## src/hdl/bwma_pkg.sv

```systemverilog
// ----------------------------------------------------------------------------
// bwma_pkg
// Shared types and constants of the binned weighted mean accumulator.
// ----------------------------------------------------------------------------
`default_nettype none

package bwma_pkg;

  // default sizes of the counters and of a sample
  localparam int DEF_COUNT_BITS  = 20;
  localparam int DEF_SAMPLE_BITS = 16;

  // configuration port shape
  localparam int CFG_BITS     = 16;
  localparam int CFG_IDX_BITS = 2;

  // configuration register indexes
  typedef enum logic [CFG_IDX_BITS-1:0] {
    REG_BOTTOM_CUTOFF = 2'd0,
    REG_TOP_CUTOFF    = 2'd1,
    REG_MIDDLE_LOW    = 2'd2,
    REG_MIDDLE_HIGH   = 2'd3
  } cfg_reg_t;

  // one division per mean, in this order
  typedef enum logic [2:0] {
    JOB_TOTAL  = 3'd0,
    JOB_DEV    = 3'd1,
    JOB_MIDDLE = 3'd2,
    JOB_BOTTOM = 3'd3,
    JOB_TOP    = 3'd4
  } job_t;

  // controller states
  typedef enum logic [1:0] {
    S_IDLE = 2'd0,
    S_LOAD = 2'd1,
    S_RUN  = 2'd2
  } state_t;

  // commands from the controller to the datapath
  typedef struct packed {
    logic acc;    // accumulate the accepted sample
    logic snap;   // last sample: latch results, clear the bin
    logic start;  // start the division for job
    logic store;  // write the quotient of job to its mean
    job_t job;
  } ctrl_cmd_t;

  // status from the datapath to the controller
  typedef struct packed {
    logic div_done;
  } ctrl_status_t;

endpackage

`default_nettype wire

```

## src/hdl/bwma_ctrl.sv

```systemverilog
// ----------------------------------------------------------------------------
// bwma_ctrl
// Controller: input and output handshakes and the sequence of the five
// mean divisions that follow the last sample of a bin.
// ----------------------------------------------------------------------------
`default_nettype none

module bwma_ctrl (
  input  wire logic                  clk,
  input  wire logic                  rst,
  input  wire logic                  in_valid,
  input  wire logic                  end_of_bin,
  output logic                       in_stall,
  output logic                       out_valid,
  input  wire logic                  out_stall,
  output bwma_pkg::ctrl_cmd_t        cmd,
  input  wire bwma_pkg::ctrl_status_t status
);
  import bwma_pkg::*;

  state_t state;
  state_t state_next;
  job_t   job;
  job_t   job_next;
  logic   in_accept;
  logic   last_job;

  // a last sample waits while the means of the previous bin are pending
  assign in_stall  = end_of_bin & ((state != S_IDLE) | out_valid);
  assign in_accept = in_valid & ~in_stall;
  assign last_job  = (job == JOB_TOP);

  // next state
  always_comb begin
    state_next = state;
    unique case (state)
      S_IDLE: begin
        if (in_accept && end_of_bin) state_next = S_LOAD;
      end
      S_LOAD: state_next = S_RUN;
      S_RUN: begin
        if (status.div_done) state_next = last_job ? S_IDLE : S_LOAD;
      end
      default: state_next = S_IDLE;
    endcase
  end

  // job sequence
  always_comb begin
    unique case (job)
      JOB_TOTAL:  job_next = JOB_DEV;
      JOB_DEV:    job_next = JOB_MIDDLE;
      JOB_MIDDLE: job_next = JOB_BOTTOM;
      JOB_BOTTOM: job_next = JOB_TOP;
      JOB_TOP:    job_next = JOB_TOTAL;
      default:    job_next = JOB_TOTAL;
    endcase
  end

  // outputs
  always_comb begin
    cmd.acc   = in_accept;
    cmd.snap  = in_accept & end_of_bin;
    cmd.start = (state == S_LOAD);
    cmd.store = (state == S_RUN) & status.div_done;
    cmd.job   = job;
  end

  // state, job and result valid registers
  always_ff @(posedge clk) begin
    if (rst) begin
      state     <= S_IDLE;
      job       <= JOB_TOTAL;
      out_valid <= 1'b0;
    end else begin
      state <= state_next;
      if (cmd.store) job <= job_next;
      if (cmd.store && last_job) begin
        out_valid <= 1'b1;
      end else if (out_valid && !out_stall) begin
        out_valid <= 1'b0;
      end
    end
  end

endmodule

`default_nettype wire

```

## src/hdl/bwma_div.sv

```systemverilog
// ----------------------------------------------------------------------------
// bwma_div
// Restoring divider, one quotient bit per cycle. The quotient is known to
// fit in SAMPLE_BITS bits because every sum is at most count times a sample.
// ----------------------------------------------------------------------------
`default_nettype none

module bwma_div #(
  parameter int COUNT_BITS  = 20,
  parameter int SAMPLE_BITS = 16
) (
  input  wire logic                              clk,
  input  wire logic                              rst,
  input  wire logic                              start,
  input  wire logic [COUNT_BITS+SAMPLE_BITS-1:0] dividend,
  input  wire logic [COUNT_BITS-1:0]             divisor,
  output logic                                   done,
  output logic [SAMPLE_BITS-1:0]                 quotient
);
  localparam int SUM_BITS  = COUNT_BITS + SAMPLE_BITS;
  localparam int STEP_BITS = $clog2(SAMPLE_BITS);

  logic [COUNT_BITS-1:0]  rem;
  logic [SAMPLE_BITS-1:0] low;
  logic [COUNT_BITS-1:0]  dsr;
  logic [STEP_BITS-1:0]   step;
  logic                   running;
  logic [COUNT_BITS:0]    trial;
  logic                   fits;

  // one trial subtraction
  assign trial = {rem, low[SAMPLE_BITS-1]};
  assign fits  = (trial >= {1'b0, dsr});

  // control
  always_ff @(posedge clk) begin
    if (rst) begin
      running <= 1'b0;
      done    <= 1'b0;
      step    <= '0;
    end else begin
      done <= 1'b0;
      if (start) begin
        running <= 1'b1;
        step    <= '0;
      end else if (running) begin
        step <= step + 1'b1;
        if (step == STEP_BITS'(SAMPLE_BITS - 1)) begin
          running <= 1'b0;
          done    <= 1'b1;
        end
      end
    end
  end

  // remainder and quotient
  always_ff @(posedge clk) begin
    if (start) begin
      rem      <= dividend[SUM_BITS-1:SAMPLE_BITS];
      low      <= dividend[SAMPLE_BITS-1:0];
      dsr      <= divisor;
      quotient <= '0;
    end else if (running) begin
      rem      <= fits ? COUNT_BITS'(trial - {1'b0, dsr}) : trial[COUNT_BITS-1:0];
      low      <= {low[SAMPLE_BITS-2:0], 1'b0};
      quotient <= {quotient[SAMPLE_BITS-2:0], fits};
    end
  end

endmodule

`default_nettype wire

```

## src/hdl/bwma_datapath.sv

```systemverilog
// ----------------------------------------------------------------------------
// bwma_datapath
// Class compares, bin accumulators, configuration registers, the snapshot
// of a finished bin and the result registers, with the shared divider.
// ----------------------------------------------------------------------------
`default_nettype none

module bwma_datapath #(
  parameter int COUNT_BITS  = 20,
  parameter int SAMPLE_BITS = 16
) (
  input  wire logic                           clk,
  input  wire logic                           rst,
  input  wire logic                           cfg_write,
  input  wire logic [bwma_pkg::CFG_IDX_BITS-1:0] cfg_index,
  input  wire logic [bwma_pkg::CFG_BITS-1:0]  cfg_data,
  input  wire logic [SAMPLE_BITS-1:0]         sample,
  input  wire bwma_pkg::ctrl_cmd_t            cmd,
  output bwma_pkg::ctrl_status_t              status,
  output logic [COUNT_BITS-1:0]               total_count,
  output logic [SAMPLE_BITS-1:0]              total_mean,
  output logic [SAMPLE_BITS-1:0]              deviation_mean,
  output logic [COUNT_BITS-1:0]               middle_count,
  output logic [SAMPLE_BITS-1:0]              middle_mean,
  output logic [COUNT_BITS-1:0]               bottom_count,
  output logic [SAMPLE_BITS-1:0]              bottom_mean,
  output logic [COUNT_BITS-1:0]               top_count,
  output logic [SAMPLE_BITS-1:0]              upper_mean,
  output logic [SAMPLE_BITS-1:0]              first_sample,
  output logic                                overflow
);
  import bwma_pkg::*;

  localparam int SUM_BITS = COUNT_BITS + SAMPLE_BITS;
  localparam logic [SAMPLE_BITS-1:0] HALF    = SAMPLE_BITS'(1) << (SAMPLE_BITS - 1);
  localparam logic [SAMPLE_BITS-1:0] QUARTER = SAMPLE_BITS'(1) << (SAMPLE_BITS - 2);
  localparam logic [SAMPLE_BITS-1:0] THREE_Q = HALF + QUARTER;

  // configuration
  logic [SAMPLE_BITS-1:0] bottom_cutoff, top_cutoff, middle_low, middle_high;

  // bin accumulators
  logic [COUNT_BITS-1:0]  all_count, mid_count, low_count, high_count;
  logic [SUM_BITS-1:0]    all_sum, deviation_sum, mid_sum, low_sum, high_sum;
  logic [SAMPLE_BITS-1:0] kept_first;
  logic                   dropped_flag;

  logic [COUNT_BITS-1:0]  all_count_next, mid_count_next, low_count_next, high_count_next;
  logic [SUM_BITS-1:0]    all_sum_next, deviation_sum_next, mid_sum_next;
  logic [SUM_BITS-1:0]    low_sum_next, high_sum_next;
  logic [SAMPLE_BITS-1:0] kept_first_next;
  logic                   dropped_flag_next;

  // snapshot of the sums of a finished bin
  logic [SUM_BITS-1:0]    snap_all, snap_dev, snap_mid, snap_low, snap_high;

  // divider hookup
  logic [SUM_BITS-1:0]    div_dividend;
  logic [COUNT_BITS-1:0]  div_divisor;
  logic [SAMPLE_BITS-1:0] div_quotient;
  logic                   div_done;
  logic [SAMPLE_BITS-1:0] mean;

  logic [SAMPLE_BITS-1:0] deviation;
  logic                   is_mid, is_low, is_high, full;

  // configuration writes
  always_ff @(posedge clk) begin
    if (rst) begin
      bottom_cutoff <= QUARTER;
      top_cutoff    <= THREE_Q;
      middle_low    <= QUARTER;
      middle_high   <= THREE_Q;
    end else if (cfg_write) begin
      unique case (cfg_reg_t'(cfg_index))
        REG_BOTTOM_CUTOFF: bottom_cutoff <= SAMPLE_BITS'(cfg_data);
        REG_TOP_CUTOFF:    top_cutoff    <= SAMPLE_BITS'(cfg_data);
        REG_MIDDLE_LOW:    middle_low    <= SAMPLE_BITS'(cfg_data);
        REG_MIDDLE_HIGH:   middle_high   <= SAMPLE_BITS'(cfg_data);
      endcase
    end
  end

  // classification and distance from one half
  assign deviation = (sample >= HALF) ? (sample - HALF) : (HALF - sample);
  assign is_mid    = (sample >= middle_low) && (sample <= middle_high);
  assign is_low    = (sample <= bottom_cutoff);
  assign is_high   = (sample >= top_cutoff);
  assign full      = &all_count;

  // accumulator next values
  always_comb begin
    all_count_next     = all_count;
    mid_count_next     = mid_count;
    low_count_next     = low_count;
    high_count_next    = high_count;
    all_sum_next       = all_sum;
    deviation_sum_next = deviation_sum;
    mid_sum_next       = mid_sum;
    low_sum_next       = low_sum;
    high_sum_next      = high_sum;
    kept_first_next    = kept_first;
    dropped_flag_next  = dropped_flag;
    if (cmd.acc) begin
      if (full) begin
        dropped_flag_next = 1'b1;
      end else begin
        if (all_count == '0) kept_first_next = sample;
        all_count_next     = all_count + 1'b1;
        all_sum_next       = all_sum + SUM_BITS'(sample);
        deviation_sum_next = deviation_sum + SUM_BITS'(deviation);
        if (is_mid) begin
          mid_count_next = mid_count + 1'b1;
          mid_sum_next   = mid_sum + SUM_BITS'(sample);
        end
        if (is_low) begin
          low_count_next = low_count + 1'b1;
          low_sum_next   = low_sum + SUM_BITS'(sample);
        end
        if (is_high) begin
          high_count_next = high_count + 1'b1;
          high_sum_next   = high_sum + SUM_BITS'(sample);
        end
      end
    end
  end

  // accumulators, cleared after the last sample of a bin
  always_ff @(posedge clk) begin
    if (rst || cmd.snap) begin
      all_count     <= '0;
      mid_count     <= '0;
      low_count     <= '0;
      high_count    <= '0;
      all_sum       <= '0;
      deviation_sum <= '0;
      mid_sum       <= '0;
      low_sum       <= '0;
      high_sum      <= '0;
      kept_first    <= '0;
      dropped_flag  <= 1'b0;
    end else if (cmd.acc) begin
      all_count     <= all_count_next;
      mid_count     <= mid_count_next;
      low_count     <= low_count_next;
      high_count    <= high_count_next;
      all_sum       <= all_sum_next;
      deviation_sum <= deviation_sum_next;
      mid_sum       <= mid_sum_next;
      low_sum       <= low_sum_next;
      high_sum      <= high_sum_next;
      kept_first    <= kept_first_next;
      dropped_flag  <= dropped_flag_next;
    end
  end

  // snapshot and count results of the finished bin
  always_ff @(posedge clk) begin
    if (cmd.snap) begin
      snap_all     <= all_sum_next;
      snap_dev     <= deviation_sum_next;
      snap_mid     <= mid_sum_next;
      snap_low     <= low_sum_next;
      snap_high    <= high_sum_next;
      total_count  <= all_count_next;
      middle_count <= mid_count_next;
      bottom_count <= low_count_next;
      top_count    <= high_count_next;
      first_sample <= kept_first_next;
      overflow     <= dropped_flag_next;
    end
  end

  // operand select for the current job
  always_comb begin
    unique case (cmd.job)
      JOB_TOTAL:  begin div_dividend = snap_all;  div_divisor = total_count;  end
      JOB_DEV:    begin div_dividend = snap_dev;  div_divisor = total_count;  end
      JOB_MIDDLE: begin div_dividend = snap_mid;  div_divisor = middle_count; end
      JOB_BOTTOM: begin div_dividend = snap_low;  div_divisor = bottom_count; end
      JOB_TOP:    begin div_dividend = snap_high; div_divisor = top_count;    end
      default:    begin div_dividend = snap_all;  div_divisor = total_count;  end
    endcase
  end

  bwma_div #(
    .COUNT_BITS (COUNT_BITS),
    .SAMPLE_BITS(SAMPLE_BITS)
  ) u_div (
    .clk     (clk),
    .rst     (rst),
    .start   (cmd.start),
    .dividend(div_dividend),
    .divisor (div_divisor),
    .done    (div_done),
    .quotient(div_quotient)
  );

  assign status.div_done = div_done;

  // empty class gives a zero mean
  assign mean = (div_divisor == '0) ? '0 : div_quotient;

  // mean results
  always_ff @(posedge clk) begin
    if (cmd.store) begin
      unique case (cmd.job)
        JOB_TOTAL:  total_mean     <= mean;
        JOB_DEV:    deviation_mean <= mean;
        JOB_MIDDLE: middle_mean    <= mean;
        JOB_BOTTOM: bottom_mean    <= mean;
        JOB_TOP:    upper_mean     <= mean;
        default:    total_mean     <= mean;
      endcase
    end
  end

endmodule

`default_nettype wire

```

## src/hdl/binned_weighted_mean_accumulator.sv

```systemverilog
// ----------------------------------------------------------------------------
// binned_weighted_mean_accumulator
// Per-bin counts and truncated means of allele-frequency samples, overall,
// by distance from one half, and for the middle, bottom and top classes.
//
//   channel  handshake            payload
//   -------  -------------------  ---------------------------------------
//   in       in_valid / in_stall  sample, end_of_bin
//   out      out_valid/out_stall  counts, means, first_sample, overflow
//   cfg      cfg_write            cfg_index, cfg_data
//
// A sample that does not end a bin is taken every cycle, always.
// The last sample of a bin starts five divisions on one shared restoring
// divider, one quotient bit per cycle; out_valid rises once the fifth is stored.
// Samples of the next bin are taken meanwhile; its last sample stalls until
// the previous result has been taken. Reset needs no clearing pass.
// ----------------------------------------------------------------------------
`default_nettype none

module binned_weighted_mean_accumulator #(
  parameter int COUNT_BITS  = bwma_pkg::DEF_COUNT_BITS,
  parameter int SAMPLE_BITS = bwma_pkg::DEF_SAMPLE_BITS
) (
  input  wire logic                              clk,
  input  wire logic                              rst,
  input  wire logic                              cfg_write,
  input  wire logic [bwma_pkg::CFG_IDX_BITS-1:0] cfg_index,
  input  wire logic [bwma_pkg::CFG_BITS-1:0]     cfg_data,
  input  wire logic                              in_valid,
  output logic                                   in_stall,
  input  wire logic [SAMPLE_BITS-1:0]            sample,
  input  wire logic                              end_of_bin,
  output logic                                   out_valid,
  input  wire logic                              out_stall,
  output logic [COUNT_BITS-1:0]                  total_count,
  output logic [SAMPLE_BITS-1:0]                 total_mean,
  output logic [SAMPLE_BITS-1:0]                 deviation_mean,
  output logic [COUNT_BITS-1:0]                  middle_count,
  output logic [SAMPLE_BITS-1:0]                 middle_mean,
  output logic [COUNT_BITS-1:0]                  bottom_count,
  output logic [SAMPLE_BITS-1:0]                 bottom_mean,
  output logic [COUNT_BITS-1:0]                  top_count,
  output logic [SAMPLE_BITS-1:0]                 upper_mean,
  output logic [SAMPLE_BITS-1:0]                 first_sample,
  output logic                                   overflow
);
  import bwma_pkg::*;

  ctrl_cmd_t    cmd;
  ctrl_status_t status;

  // controller
  bwma_ctrl u_ctrl (
    .clk       (clk),
    .rst       (rst),
    .in_valid  (in_valid),
    .end_of_bin(end_of_bin),
    .in_stall  (in_stall),
    .out_valid (out_valid),
    .out_stall (out_stall),
    .cmd       (cmd),
    .status    (status)
  );

  // datapath
  bwma_datapath #(
    .COUNT_BITS (COUNT_BITS),
    .SAMPLE_BITS(SAMPLE_BITS)
  ) u_dp (
    .clk           (clk),
    .rst           (rst),
    .cfg_write     (cfg_write),
    .cfg_index     (cfg_index),
    .cfg_data      (cfg_data),
    .sample        (sample),
    .cmd           (cmd),
    .status        (status),
    .total_count   (total_count),
    .total_mean    (total_mean),
    .deviation_mean(deviation_mean),
    .middle_count  (middle_count),
    .middle_mean   (middle_mean),
    .bottom_count  (bottom_count),
    .bottom_mean   (bottom_mean),
    .top_count     (top_count),
    .upper_mean    (upper_mean),
    .first_sample  (first_sample),
    .overflow      (overflow)
  );

endmodule

`default_nettype wire

```

## config.mk

```make
export PLATFORM = sky130hd
export DESIGN_NAME = binned_weighted_mean_accumulator
export DESIGN_NICKNAME = d
export VERILOG_FILES = /design/src/hdl/bwma_pkg.sv /design/src/hdl/bwma_ctrl.sv /design/src/hdl/bwma_div.sv /design/src/hdl/bwma_datapath.sv /design/src/hdl/binned_weighted_mean_accumulator.sv
export SDC_FILE = /design/constraint.sdc
export NUM_CORES = 1
export LEC_CHECK = 0
export ABC_AREA = 1
export BUFFER_PORTS_ARGS = -buffer_cell sky130_fd_sc_hd__buf_2
export CAP_MARGIN = 20
export CORE_ASPECT_RATIO = 0.8
export CORE_UTILIZATION = 40
export CTS_BUF_LIST = sky130_fd_sc_hd__clkbuf_8
export DETAILED_ROUTE_END_ITERATION = 12
export SETUP_SLACK_MARGIN = 0.05
export SLEW_MARGIN = 25
export SYNTH_ARGS = -nofsm -noshare
export SYNTH_HDL_FRONTEND = slang
export SYNTH_SLANG_ARGS = --single-unit
```

## constraint.sdc

```tcl
create_clock -name clk -period 6.3 [get_ports clk]
set_input_delay 0.63 -clock clk [delete_from_list [all_inputs] [get_ports clk]]
set_output_delay 0.63 -clock clk [all_outputs]
set_load 0.02 [all_outputs]
```

==> run summary <==
DP HPWL: 85900 um
Min cycle time layout: 3.92 ns
Setup Skew: 0.0386 ns
CTS root buf: clkbuf_8
Syn_nets: 5047
Routability cong.: 0.916
Share of power burned in registers: 0.489
Die Span Y: 283 um
Worst Setup End Kind: flip-flop
Pre-antenna DRT Iters: 5
Status: complete, no violations
RSZ-0062 raised after global routing: no
Internal Pwr Total: 8.33 mW
CP required: 6.82 ns
Endpoints failing setup: 0
Layout cells sized above 1: 0.0971
Multi-input gate area: 16800 um^2
Ratio of final minimum period to clock period: 0.622
Worst path max stage delay: 1.02 ns
Max Cap Viol: 0
Final hold violation count: 0
Nets: 5294
CP Class: reg -> reg
PwrDens: 261 nW/um^2
Row cnt: 102
Seq/Total Area, Yosys: 0.500
Max Slew Vio Count: 0
Design area: 44600 um^2
Synthesis Warnings: 0
TritonCTS clock tree: done
Initial antenna violation count: 8
Dpl ws: 1.82 ns
First-pass GRT wire length: 183000 um
Switching Share: 0.285
Relative max-transition margin: 0.324
Number of global-route vias before repair: 31200
Worst-path clk slew: 0.06 ns
Core Util, Final: 0.458
Most common cell after layout, fill and taps aside: nand2_1
Clk_lat worst skew: 0.81 ns
Routed length per instance: 18.5 um
Hold_buf cts: 0
Critical path cell sequence: ha_1, nand3_1, nor3_2, nand4_1, nand2_2, clkinv_2, nand2_2, nor2_1, nand2_1, nand2_1
Syn avg cell area: 8.20 um^2
PortBufs: 218
Total setup buffers inserted after CTS: 0
VDD IR max: 0.184 mV
DIE WIDTH: 354 um
CP max stage cell: nand2_2
Final setup margin: 2.38 ns
Tot GR Track Use: 0.236
Tightest Pin Transition: 1.01 ns
Pwr Total: 11.6 mW
Synth Register Bits: 782
GRT overflow: 0
Buffers & Inverters on Critical Path: 1
Crit path arrival time: 4.44 ns
Max clock buf depth: 3
Initial Util: 0.407
# DRC: 0
Distinct cells, synth: 48
FILL cells: 9647
Clock share of power: 0.386
Worst min path class: in -> reg
Antenna-violating nets left: 0
Routed Wire Length: 120000 um
1st-iter DRT viols: 3180
Area grow syn2layout: 12.6%
Htree depth: 4
Worst path top cell family by delay: simple AND/OR/NAND/NOR gates
Crit start category: flip-flop
FFs w/ async S/R, synth: 0
Crit path max fanout: 45
Largest net degree at the start of global routing: 182
Commonest non-fill, non-tap cells in the layout: nand2_1 (1217), inv_1 (682), nor2_1 (422), edfxtp_1 (413), a21oi_1 (371)
Post-synth EDFFs: 413
Placed Cells incl. Taps: 6238
Area of placed instances: 42000 um^2
Io pins: 219
Register area: 19800 um^2
Core region area: 97400 um^2
Via-to-Cell Ratio: 5.15
Clock Sinks: 782
Post-synthesis instance total: 4829
Final Non-Filler Cells: 6491
Synth Flop Type: edfxtp_1
Pleak: 19.7 nW
Total die area: 100000 um^2
Netlist Area Pre-Place: 39600 um^2
TNS Setup: 0 ns
Hold slack final: 0.0797 ns
Via count: 33400
Logic pwr share: 0.125
P_sw: 3.31 mW
Post-cts resize count: 0
CTS buffer count: 136
Max Clk Rate: 0.255 GHz
-- power groups by stage --
| stage | Sequential [mW] | Clock, mW | Combinational, mW |
|---|---|---|---|
| after floorplan | 5.80 | 0 | 0.993 |
| after global placement | 5.80 | 0 | 1.42 |
| after detailed placement | 5.80 | 0 | 1.44 |
| after CTS | 5.69 | 4.59 | 1.44 |
| after global routing | 5.71 | 4.83 | 1.63 |
| final | 5.70 | 4.49 | 1.45 |
-- path summary, 6_finish.rpt --
path	from	end	slack, ns	depth (start not counted)
setup reg to reg	u_dp.all_count[0]	u_dp.snap_low[19]	2.38	10
setup / recovery	u_dp.all_count[0]	u_dp.snap_low[19]	2.38	10
hold / removal	out_stall	u_ctrl.out_valid	0.08	3
hold reg to reg	u_dp.bottom_cutoff[9]	u_dp.bottom_cutoff[9]	0.46	2
-- routing by layer --
metal,global-route usage,share of wire,up-vias
met1,0.353,0.48,15600
li1,-,-,16500
met5,0,0.00032,-
met2,0.338,0.41,1120
met3,0.0477,0.081,195
met4,0.0759,0.025,4
-- cell families after synthesis --
| kind of cell | Yosys count | share of synthesized area |
|---|---|---|
| AND/OR/NAND/NOR | 2222 | 0.239 |
| flip-flops | 782 | 0.500 |
| buffers and inverters | 781 | 0.0765 |
| AO/OA/AOI/OAI | 749 | 0.102 |
| adder cells (fa/ha/maj) | 178 | 0.0574 |
| XOR/XNOR | 117 | 0.0259 |
-- cell usage after synthesis (5+ instances only) --
cell,instances,area [um^2]
a21boi_0,7,52.6
a21o_1,20,150
a21oi_1,371,1860
a221oi_1,10,87.6
a22o_1,9,78.8
a31oi_1,6,37.5
and2_1,25,156
buf_1,9,33.8
buf_2,40,200
buf_6,5,56.3
clkbuf_1,82,308
dfxtp_1,369,7390
edfxtp_1,413,12400
fa_1,6,120
ha_1,172,2150
inv_1,635,2380
nand2_1,1219,4580
nand3_1,234,1170
nand3b_1,24,180
nand4_1,121,757
nor2_1,424,1590
nor3_1,80,400
nor4_1,28,175
o211ai_1,12,90.1
o21ai_0,256,1280
o21ai_1,13,65.1
o21bai_1,17,128
o22ai_1,16,100
or2_1,5,31.3
or2_2,46,288
xnor2_1,32,280
xor2_1,85,744
-- sequential cells by signal, indices dropped and copies added (netlist names), 36 cells and up --
register and flops:
u_dp.snap_dev 36, u_dp.snap_mid 36, u_dp.deviation_sum 36, u_dp.high_sum 36, u_dp.low_sum 36, u_dp.all_sum 36
u_dp.snap_high 36, u_dp.mid_sum 36, u_dp.snap_low 36, u_dp.snap_all 36
-- worst reg2reg max path, stage by stage, from the launching register on --
cell and delay, ns:
dfxtp_1 0.37, ha_1 0.21, nand3_1 0.21, nor3_2 0.21, nand4_1 0.44, nand2_2 0.23
clkinv_2 0.55, nand2_2 1.03, nor2_1 0.20, nand2_1 0.14, nand2_1 0.06
-- area by class of cell --
type	instances	area share
Multi-Input combinational cell	3266	0.377
Sequential cell	782	0.444
Inverter	642	0.0542
Timing Repair Buffer	248	0.0304
Tap cell	1300	0.0365
Clock inverter	97	0.0109
Clock buffer	153	0.0472
Antenna cell	3	0.000168
No activity file was read; power rests on OpenSTA's default activity.
